`src/design/trp_pkg.sv`:
```
// Shared constants, types and the report merge function of the record/playback block.
package trp_pkg;

	localparam int STORE_DEPTH = 1024;
	localparam int TIME_BITS = 48;
	localparam int ADDR_W = $clog2(STORE_DEPTH);
	localparam int CNT_W = $clog2(STORE_DEPTH + 1);
	localparam int HEADER_BITS = 8;
	localparam int REPORT_BITS = 56;
	localparam int ENTRY_BITS = TIME_BITS + REPORT_BITS;

	localparam logic [HEADER_BITS-1:0] STORED_HEADER = 8'd85;
	localparam logic [7:0] STICK_NEUTRAL = 8'd128;
	localparam logic [7:0] HAT_NEUTRAL = 8'd8;

	typedef enum logic [1:0] {
		MODE_BLOCK = 2'd0,
		MODE_INPUT = 2'd1,
		MODE_MACRO = 2'd2,
		MODE_PASS  = 2'd3
	} mode_t;

	typedef enum logic {
		REQ_PLAYBACK = 1'b0,
		REQ_RECORD   = 1'b1
	} req_kind_t;

	// Commands from the controller to the datapath.
	typedef struct packed {
		logic accept;
		logic srch_init;
		logic rd_mid;
		logic cmp;
		logic rd_lo;
		logic do_rec;
		logic do_pass;
		logic do_fetch;
	} cmd_t;

	// Status from the datapath to the controller.
	typedef struct packed {
		logic is_record;
		logic direct;
		logic more;
	} status_t;

	// Buttons are ORed; neutral stick bytes and a neutral hat of the priority
	// report are filled from the other report.
	function automatic logic [REPORT_BITS-1:0] merge_reports(
		input logic [REPORT_BITS-1:0] pri,
		input logic [REPORT_BITS-1:0] oth
	);
		logic [REPORT_BITS-1:0] r;
		r = pri | {{(REPORT_BITS-16){1'b0}}, oth[15:0]};
		for (int k = 2; k < 6; k++) begin
			if (r[8*k +: 8] == STICK_NEUTRAL) begin
				r[8*k +: 8] = oth[8*k +: 8];
			end
		end
		if (r[55:48] == HAT_NEUTRAL) begin
			r[55:48] = oth[55:48];
		end
		return r;
	endfunction

endpackage

```
`src/design/trp_ctrl.sv`:
```
// Controller state machine sequencing record, pass-through and search steps.
module trp_ctrl import trp_pkg::*; (
	input  logic    clk,
	input  logic    arst_n,
	input  logic    in_valid,
	output logic    in_ready,
	output logic    out_valid,
	input  logic    out_ready,
	input  status_t sts,
	output cmd_t    cmd
);
	typedef enum logic [6:0] {
		S_IDLE   = 7'b0000001,
		S_DECODE = 7'b0000010,
		S_REC    = 7'b0000100,
		S_PASS   = 7'b0001000,
		S_CHK    = 7'b0010000,
		S_CMP    = 7'b0100000,
		S_FETCH  = 7'b1000000
	} state_t;

	state_t state_q, state_d;
	logic   out_valid_q;
	logic   out_free;
	logic   load;

	assign out_free = !out_valid_q || out_ready;
	assign in_ready = (state_q == S_IDLE);
	assign out_valid = out_valid_q;
	assign load = cmd.do_rec || cmd.do_pass || cmd.do_fetch;

	always_comb begin
		state_d = state_q;
		cmd = '0;
		case (state_q)
			S_IDLE: begin
				if (in_valid) begin
					cmd.accept = 1'b1;
					state_d = S_DECODE;
				end
			end
			S_DECODE: begin
				if (sts.is_record) begin
					state_d = S_REC;
				end else if (sts.direct) begin
					state_d = S_PASS;
				end else begin
					cmd.srch_init = 1'b1;
					state_d = S_CHK;
				end
			end
			S_REC: begin
				if (out_free) begin
					cmd.do_rec = 1'b1;
					state_d = S_IDLE;
				end
			end
			S_PASS: begin
				if (out_free) begin
					cmd.do_pass = 1'b1;
					state_d = S_IDLE;
				end
			end
			S_CHK: begin
				if (sts.more) begin
					cmd.rd_mid = 1'b1;
					state_d = S_CMP;
				end else begin
					cmd.rd_lo = 1'b1;
					state_d = S_FETCH;
				end
			end
			S_CMP: begin
				cmd.cmp = 1'b1;
				state_d = S_CHK;
			end
			S_FETCH: begin
				if (out_free) begin
					cmd.do_fetch = 1'b1;
					state_d = S_IDLE;
				end
			end
			default: begin
				state_d = S_IDLE;
			end
		endcase
	end

	always_ff @(posedge clk or negedge arst_n) begin
		if (!arst_n) begin
			state_q <= S_IDLE;
			out_valid_q <= 1'b0;
		end else begin
			state_q <= state_d;
			if (load) begin
				out_valid_q <= 1'b1;
			end else if (out_ready) begin
				out_valid_q <= 1'b0;
			end
		end
	end
endmodule

```
`config.mk`:
```
export PLATFORM = sky130hd
export DESIGN_NAME = trp_ctrl
export DESIGN_NICKNAME = d
export VERILOG_FILES = /design/src/design/trp_pkg.sv /design/src/design/trp_ctrl.sv
export SDC_FILE = /design/constraint.sdc
export NUM_CORES = 1
export LEC_CHECK = 0
export BUFFER_PORTS_ARGS = -buffer_cell sky130_fd_sc_hd__buf_2
export CAP_MARGIN = 10
export CORE_UTILIZATION = 35
export CTS_BUF_LIST = sky130_fd_sc_hd__clkbuf_2 sky130_fd_sc_hd__clkbuf_4 sky130_fd_sc_hd__clkbuf_8
export DETAILED_ROUTE_END_ITERATION = 7
export SLEW_MARGIN = 20
export SYNTH_ARGS = -nofsm -noshare
export SYNTH_HDL_FRONTEND = slang
export SYNTH_SLANG_ARGS = --single-unit
```
`constraint.sdc`:
```
create_clock -name clk -period 1.4 [get_ports clk]
set_input_delay 0.14 -clock clk [delete_from_list [all_inputs] [get_ports clk]]
set_output_delay 0.14 -clock clk [all_outputs]
set_load 0.02 [all_outputs]
```
==> flow_results.xml, run 1 <==
<?xml version="1.0" encoding="UTF-8"?>
<metrics>
  <group name="worst_setup_path">
    <metric name="r2r_setup_slack" unit="ns">-0.10</metric>
    <metric name="critical_path_buf_inv_count" unit="">1</metric>
    <metric name="top_family_by_delay_on_critical_path" unit="">simple AND/OR/NAND/NOR gates</metric>
    <metric name="crit-reg2reg-launch" unit="">state_q[3]</metric>
    <metric name="crit_path_max_fanout" unit="">3</metric>
    <metric name="worstSetupStartpointType" unit="">flip-flop</metric>
    <metric name="cpPeakStageDelay" unit="ns">0.43</metric>
    <metric name="cp.arrival" unit="ns">1.60</metric>
    <metric name="worst_r2r_path_depth" unit="">6</metric>
    <metric name="regToRegEndpoint" unit="">state_q[3]</metric>
    <metric name="timing.critical_path.required" unit="ns">1.26</metric>
    <metric name="timing.critical_path.slowest_stage_cell" unit="">dfrtp_1</metric>
    <metric name="criticalPathCategory" unit="">reg2out</metric>
    <metric name="critPathCaptureType" unit="">primary output</metric>
    <metric name="timing.critical_path.cells" unit="">nor4_4 -&gt; nand2_2 -&gt; nor4b_4 -&gt; buf_4</metric>
  </group>
  <group name="place">
    <metric name="dpl_cell_area" unit="sq um">718</metric>
    <metric name="gp_congestion" unit="">0.757</metric>
    <metric name="post-dp-hpwl" unit="microns">956</metric>
    <metric name="buffer_ports.inserted" unit="">16</metric>
  </group>
  <group name="routing">
    <metric name="final_antenna_net_count" unit="">0</metric>
    <metric name="route.detailed.drc" unit="">0</metric>
    <metric name="detailedRoute.firstIterationViolations" unit="">5</metric>
    <metric name="routedWlPerCell" unit="microns">13.7</metric>
    <metric name="vias" unit="">513</metric>
    <metric name="detail_route.vias_per_cell" unit="">5.08</metric>
    <metric name="totalWireLength" unit="mm">1.38</metric>
    <metric name="drt-pass1-iter-count" unit="">4</metric>
  </group>
  <group name="sta">
    <metric name="setup_violations" unit="">13</metric>
    <metric name="setup_slack" unit="ns">-0.344</metric>
    <metric name="final_max_slew_viol_count" unit="">0</metric>
    <metric name="worst_max_slew_pin_slew" unit="ns">0.254</metric>
    <metric name="grt_setup_unrepaired" unit="">yes</metric>
    <metric name="fin_hold_viols" unit="">0</metric>
    <metric name="finalSetupTns" unit="ns">-2.60</metric>
    <metric name="final.setup_skew" unit="ns">0.0123</metric>
    <metric name="min_period_over_period" unit="%">125</metric>
    <metric name="finalWorstPathRequiredPeriod" unit="ns">1.74</metric>
    <metric name="fmax" unit="MHz">573</metric>
    <metric name="max_transition_margin" unit="%">83.0</metric>
  </group>
  <group name="yosys">
    <metric name="yosysUniqueCellTypes" unit="">27</metric>
    <metric name="yosysSeqAreaShare" unit="%">40.5</metric>
    <metric name="synth_common_cells" unit="">dfrtp_1, nor2_1, nand2_1</metric>
    <metric name="synth_top_area_share" unit="%">35.2</metric>
    <metric name="mean_instance_size_in_the_synthesized_netlist" unit="sq um">9.96</metric>
    <metric name="yosysWarningCount" unit="">0</metric>
    <metric name="post_synth_net_total" unit="">57</metric>
    <metric name="ys_top_cells_by_area" unit="">dfrtp_1, dfstp_2, nor2_1</metric>
    <metric name="synth-edff-count" unit="">0</metric>
    <metric name="post_synth_instance_area" unit="sq um">498</metric>
    <metric name="synth_top_cell_by_area" unit="">dfrtp_1</metric>
    <metric name="postSynthRegisterBits" unit="">8</metric>
    <metric name="asyncSetResetFlopFracSynth" unit="%">100</metric>
    <metric name="syn-instance-count" unit="">50</metric>
    <metric name="synth_flop_cell" unit="">dfrtp_1</metric>
  </group>
  <group name="die">
    <metric name="die_h" unit="microns">39.7</metric>
    <metric name="num_io_pins" unit="">17</metric>
    <metric name="core_footprint" unit="sq um">1320</metric>
    <metric name="die_area" unit="sq um">1580</metric>
    <metric name="placement_rows" unit="">13</metric>
    <metric name="initial_core_util" unit="%">37.8</metric>
    <metric name="die_x" unit="microns">39.7</metric>
  </group>
  <group name="grt">
    <metric name="wire_length_of_the_first_global_routing_pass" unit="mm">1.97</metric>
    <metric name="number_of_antenna_violations_at_the_first_check_in_global_routing" unit="">0</metric>
    <metric name="gr-usage-met1" unit="%">22.0</metric>
    <metric name="grt_util_met2" unit="%">35.7</metric>
    <metric name="grt_usage" unit="%">21.0</metric>
    <metric name="groute.layer.met3.usage" unit="%">1.70</metric>
    <metric name="first_global_vias" unit="">465</metric>
    <metric name="grt.busiest_layer" unit="">met2</metric>
    <metric name="global_route.overflow_total" unit="">0</metric>
    <metric name="grt_max_degree" unit="">9</metric>
  </group>
  <group name="cts">
    <metric name="ctsHtreeMaxLevel" unit="">1</metric>
    <metric name="clock-root-buffer" unit="">clkbuf_4</metric>
    <metric name="cts_inserted_buffers" unit="">3</metric>
    <metric name="worst_skew_pair.late_latency" unit="ns">0.26</metric>
    <metric name="cts.reportedPaths.clkPinSlew" unit="ns">0.06</metric>
    <metric name="clock_tree.buffer_depth" unit="">2</metric>
    <metric name="tritoncts" unit="">yes</metric>
    <metric name="numClockSinks" unit="">8</metric>
  </group>
  <group name="power_and_ir_drop">
    <metric name="netSwitchingPower" unit="uW">484</metric>
    <metric name="p_per_cell_area" unit="nW/um^2">1430</metric>
    <metric name="power.clock.fraction" unit="%">17.2</metric>
    <metric name="comb_power_share" unit="%">55.9</metric>
    <metric name="power.share.sequential" unit="%">26.9</metric>
    <metric name="worst_ir_drop_vdd" unit="uV">1240</metric>
    <metric name="reported_leakage_power" unit="nW">0.426</metric>
    <metric name="power.total" unit="mW">1.26</metric>
    <metric name="power_switching_share" unit="%">38.5</metric>
    <metric name="intPower" unit="uW">774</metric>
  </group>
  <group name="cells_and_area">
    <metric name="drive_gt1_share" unit="%">66.3</metric>
    <metric name="antenna_cells" unit="">0</metric>
    <metric name="syn2layout_area_growth" unit="%">76.1</metric>
    <metric name="finalInstanceArea" unit="sq um">877</metric>
    <metric name="utilization" unit="%">66.6</metric>
    <metric name="layout.nets" unit="">94</metric>
  </group>
  <group name="flow_run">
    <metric name="cap_viol_max_count" unit="">0</metric>
  </group>
  <group name="hold_path">
    <metric name="min_path_type" unit="">in2reg</metric>
    <metric name="min_to" unit="">state_q[0]</metric>
    <metric name="hold_path_depth" unit="">2</metric>
    <metric name="holdCritStartpoint" unit="">in_valid</metric>
  </group>
  <group name="status">
    <metric name="violated_checks" unit="">negative setup slack</metric>
    <metric name="run_status" unit="">finished with violations</metric>
  </group>
</metrics>
==> kinds of logic after synthesis <==
kind of cell / count (synthesis) / share of synthesized area, %
AOI/OAI and AO/OA: 8 / 12.1
xor gates and xnor gates: 2 / 3.52
buffers and inverters: 2 / 1.51
DFF: 8 / 40.5
and+or+nand+nor: 30 / 42.5
==> worst register-to-register path, cell delays in order, from the launching register on <==
cell      delay [ns]
dfrtp_2         0.43
buf_6           0.13
buf_6           0.11
xor2_2          0.16
o211ai_1        0.25
nor2_2          0.08
a22o_2          0.23
==> flip-flops by register name (all words and copies together), names as in the netlist <==
signal	flops
state_q	7
out_valid	1
==> layout make-up <==
| cell class | instances | area [sq um] |
|---|---|---|
| Fill cell | 99 | 440 |
| Clock buffer | 4 | 30.0 |
| Sequential cell | 8 | 205 |
| Inverter | 2 | 7.51 |
| Multi-Input combinational cell | 40 | 367 |
| Tap cell | 15 | 18.8 |
| Timing Repair Buffer | 32 | 249 |
==> power groups by stage <==
stage / Sequential [mW] / Combinational (mW) / Clock [mW]
6_report: 0.338 / 0.703 / 0.217
5_1_grt: 0.346 / 0.747 / 0.239
4_1_cts: 0.350 / 0.613 / 0.221
3_5_place_dp: 0.355 / 0.498 / 0
3_3_place_gp: 0.351 / 0.484 / 0
2_1_floorplan: 0.360 / 0.331 / 0
==> how the worst max path moves through the flow <==
stage	slack, ns	end	cells past startpoint	start
2_1_floorplan	-0.04	cmd[0]	3	state_q[5]
3_3_place_gp	-0.01	cmd[0]	4	state_q[5]
3_5_place_dp	-0.05	cmd[1]	4	state_q[5]
4_1_cts	-0.31	cmd[1]	4	state_q[4]
5_1_grt	-0.42	cmd[1]	4	state_q[5]
6_report	-0.34	cmd[1]	4	state_q[5]
==> timing repair <==
item	CTS	global route
endpoints found under the setup margin	11	13
gates resized for setup	17	5
hold buffers	1	0
endpoints found under the hold margin	8	0
pin swaps	6	6
buffers inserted	4	4
==> cells in the final DEF, fill, tap and decap left out, types with 2 or more instances in the layout <==
| cell | netlist | final |
|---|---|---|
| nand2_1 | 4 | 2 |
| buf_6 | 0 | 7 |
| nor2_1 | 7 | 4 |
| buf_4 | 0 | 16 |
| nor4b_4 | 0 | 3 |
| dfrtp_2 | 0 | 3 |
| nand4b_1 | 2 | 2 |
| nor2_2 | 1 | 3 |
| dfrtp_1 | 7 | 4 |
| inv_1 | 2 | 2 |
| buf_2 | 0 | 8 |
| o211ai_1 | 2 | 2 |
| clkbuf_4 | 0 | 4 |
| nand2_2 | 0 | 2 |
| nor3_4 | 1 | 2 |
==> stage by stage <==
| step | std cells | hold slack [ns] | setup WS (ns) |
|---|---|---|---|
| after floorplan | 50 | -0.156 | -0.0353 |
| after global placement | 89 | -0.0111 | -0.0134 |
| after detailed placement | 89 | -0.00801 | -0.0509 |
| after CTS | 98 | 0.0717 | -0.309 |
| after global routing | 101 | 0.0731 | -0.416 |
| final | 101 | 0.0759 | -0.344 |
==> per-layer routing <==
layer,wire length [microns],up-vias
met3,20,4
met4,51,0
met5,0,-
met1,578,239
met2,730,11
li1,-,259
Note: power is estimated with default switching activity, not from simulation.
==> run 2: changes to the inputs <==
--- a/config.mk
+++ b/config.mk
@@ -7,9 +7,10 @@
 export LEC_CHECK = 0
 export BUFFER_PORTS_ARGS = -buffer_cell sky130_fd_sc_hd__buf_2
 export CAP_MARGIN = 10
-export CORE_UTILIZATION = 35
+export CORE_AREA = 2 2 39 41
 export CTS_BUF_LIST = sky130_fd_sc_hd__clkbuf_2 sky130_fd_sc_hd__clkbuf_4 sky130_fd_sc_hd__clkbuf_8
 export DETAILED_ROUTE_END_ITERATION = 7
+export DIE_AREA = 0 0 41 43
 export SLEW_MARGIN = 20
 export SYNTH_ARGS = -nofsm -noshare
 export SYNTH_HDL_FRONTEND = slang
==> run 2 against run 1 <==
Compared with the run above: the flow still finishes with violations (negative setup slack); sequential share of layout area down 1.2 points; critical path depth unchanged; sequential power up 3%; largest power group unchanged.
==> flow_results.xml, run 2 (synthesized netlist as in run 1, its figures left out) <==
<?xml version="1.0" encoding="UTF-8"?>
<metrics>
  <group name="cts">
    <metric name="worst_skew_pair.late_latency" unit="ns">0.25</metric>
    <metric name="clock_tree.buffer_depth" unit="">2</metric>
    <metric name="cts.reportedPaths.clkPinSlew" unit="ns">0.05</metric>
    <metric name="ctsHtreeMaxLevel" unit="">1</metric>
    <metric name="numClockSinks" unit="">8</metric>
    <metric name="cts_inserted_buffers" unit="">3</metric>
    <metric name="clock-root-buffer" unit="">clkbuf_4</metric>
    <metric name="tritoncts" unit="">yes</metric>
  </group>
  <group name="place">
    <metric name="buffer_ports.inserted" unit="">16</metric>
    <metric name="dpl_cell_area" unit="sq um">734</metric>
    <metric name="post-dp-hpwl" unit="microns">993</metric>
    <metric name="gp_congestion" unit="">0.783</metric>
  </group>
  <group name="grt">
    <metric name="first_global_vias" unit="">540</metric>
    <metric name="global_route.overflow_total" unit="">0</metric>
    <metric name="grt_max_degree" unit="">9</metric>
    <metric name="wire_length_of_the_first_global_routing_pass" unit="mm">2.22</metric>
    <metric name="number_of_antenna_violations_at_the_first_check_in_global_routing" unit="">0</metric>
    <metric name="grt_usage" unit="%">19.7</metric>
  </group>
  <group name="cells_and_area">
    <metric name="final_common_cell" unit="">buf_4</metric>
    <metric name="antenna_cells" unit="">0</metric>
    <metric name="drive_gt1_share" unit="%">65.6</metric>
    <metric name="finalInstanceArea" unit="sq um">918</metric>
    <metric name="final_cell_mix" unit="">buf_4, buf_6, buf_2</metric>
    <metric name="sequential_cell_area" unit="sq um">204</metric>
    <metric name="num-fill-cells" unit="">105</metric>
    <metric name="multi_input_area" unit="sq um">372</metric>
    <metric name="largest_register_ffs" unit="">7</metric>
    <metric name="layout.nets" unit="">98</metric>
    <metric name="utilization" unit="%">66.4</metric>
    <metric name="regMostFlops" unit="">state_q</metric>
    <metric name="syn2layout_area_growth" unit="%">84.4</metric>
  </group>
  <group name="die">
    <metric name="die_x" unit="microns">41</metric>
    <metric name="die_h" unit="microns">43</metric>
    <metric name="die_area" unit="sq um">1760</metric>
    <metric name="core_footprint" unit="sq um">1380</metric>
    <metric name="initial_core_util" unit="%">36.0</metric>
    <metric name="placement_rows" unit="">14</metric>
    <metric name="num_io_pins" unit="">17</metric>
  </group>
  <group name="sta">
    <metric name="final_max_slew_viol_count" unit="">0</metric>
    <metric name="worst_max_slew_pin_slew" unit="ns">0.322</metric>
    <metric name="min_period_over_period" unit="%">122</metric>
    <metric name="final.setup_skew" unit="ns">0.00307</metric>
    <metric name="grt_setup_unrepaired" unit="">yes</metric>
    <metric name="fmax" unit="MHz">586</metric>
    <metric name="finalWorstPathRequiredPeriod" unit="ns">1.71</metric>
    <metric name="setup_violations" unit="">12</metric>
    <metric name="max_transition_margin" unit="%">78.5</metric>
    <metric name="worst_hold_margin" unit="ns">0.0880</metric>
    <metric name="setup_slack" unit="ns">-0.307</metric>
    <metric name="fin_hold_viols" unit="">0</metric>
  </group>
  <group name="hold_path">
    <metric name="hold_path_depth" unit="">2</metric>
    <metric name="min_path_type" unit="">in2reg</metric>
  </group>
  <group name="worst_setup_path">
    <metric name="criticalPathCategory" unit="">reg2out</metric>
    <metric name="cpPeakStageDelay" unit="ns">0.42</metric>
    <metric name="crit_path_max_fanout" unit="">3</metric>
    <metric name="worstSetupStartpointType" unit="">flip-flop</metric>
    <metric name="critPathCaptureType" unit="">primary output</metric>
    <metric name="timing.critical_path.slowest_stage_cell" unit="">dfrtp_1</metric>
    <metric name="timing.critical_path.cells" unit="">nor4_4 -&gt; nand2_2 -&gt; nor4b_4 -&gt; buf_4</metric>
    <metric name="cp.arrival" unit="ns">1.57</metric>
    <metric name="timing.critical_path.required" unit="ns">1.26</metric>
    <metric name="worst_r2r_path_depth" unit="">8</metric>
  </group>
  <group name="status">
    <metric name="run_status" unit="">finished with violations</metric>
    <metric name="violated_checks" unit="">negative setup slack</metric>
  </group>
  <group name="power_and_ir_drop">
    <metric name="worst_ir_drop_vdd" unit="uV">1260</metric>
    <metric name="power.total" unit="mW">1.34</metric>
    <metric name="reported_leakage_power" unit="nW">0.444</metric>
    <metric name="p_per_cell_area" unit="nW/um^2">1460</metric>
  </group>
  <group name="flow_run">
    <metric name="cap_viol_max_count" unit="">0</metric>
  </group>
  <group name="routing">
    <metric name="route.detailed.drc" unit="">0</metric>
    <metric name="totalWireLength" unit="mm">1.40</metric>
    <metric name="detail_route.vias_per_cell" unit="">5.00</metric>
    <metric name="vias" unit="">530</metric>
    <metric name="routedWlPerCell" unit="microns">13.2</metric>
    <metric name="final_antenna_net_count" unit="">0</metric>
    <metric name="detailedRoute.firstIterationViolations" unit="">8</metric>
    <metric name="drt-pass1-iter-count" unit="">4</metric>
  </group>
</metrics>
run 2: critical path: cells and delay by family (launching register included):
kind                   cells  cell delay, ns
buffers and inverters      1            0.18
DFF                        1            0.42
and+or+nand+nor            3            0.71
run 2: power by group:
group	total, mW	switching [mW]	internal, mW
clock network	0.210	0.0819	0.129
registers	0.348	0.0613	0.286
logic	0.786	0.366	0.420
total	1.34	0.509	0.835
run 2: timing repair:
item | in CTS | in global routing
hold buffers | 1 | 0
endpoints found under the setup margin | 9 | 13
gates resized for setup | 15 | 10
setup buffers | 9 | 7
pin swaps | 6 | 11
hold endpoints to repair | 8 | 0
run 2: per-stage QoR:
step	worst slack [ns]	setup TNS, ns	instances
after floorplan	-0.0353	-0.106	50
after global placement	-0.00826	-0.0128	92
after detailed placement	-0.0670	-0.185	92
after CTS	-0.312	-2.63	106
after global routing	-0.402	-3.40	106
final	-0.307	-2.47	106
run 2: area by class of cell:
cell class / instances / share of cell area (%)
Sequential cell: 8 / 22.2
Inverter: 2 / 0.817
Tap cell: 16 / 2.18
Multi-Input combinational cell: 40 / 40.5
Timing Repair Buffer: 36 / 31.1
Clock buffer: 4 / 3.27
run 2: worst paths after layout:
check	end	slack, ns	startpoint
min in group asynchronous	state_q[4]	0.26	arst_n
max in group asynchronous	state_q[0]	0.90	arst_n
worst max register to register	state_q[6]	-0.17	state_q[0]
worst min register to register	state_q[6]	0.57	state_q[6]
worst max-delay path	cmd[1]	-0.31	state_q[5]
worst min-delay path	state_q[0]	0.09	in_valid
run 2: per-layer routing:
layer	share of wire, %	wire [microns]	GRT usage [%]	up-vias
met4	3.0	42	14.0	0
met1	38	534	20.9	247
li1	-	-	-	266
met2	55	772	32.5	13
met3	3.3	46	3.14	4
met5	0	0	0	-
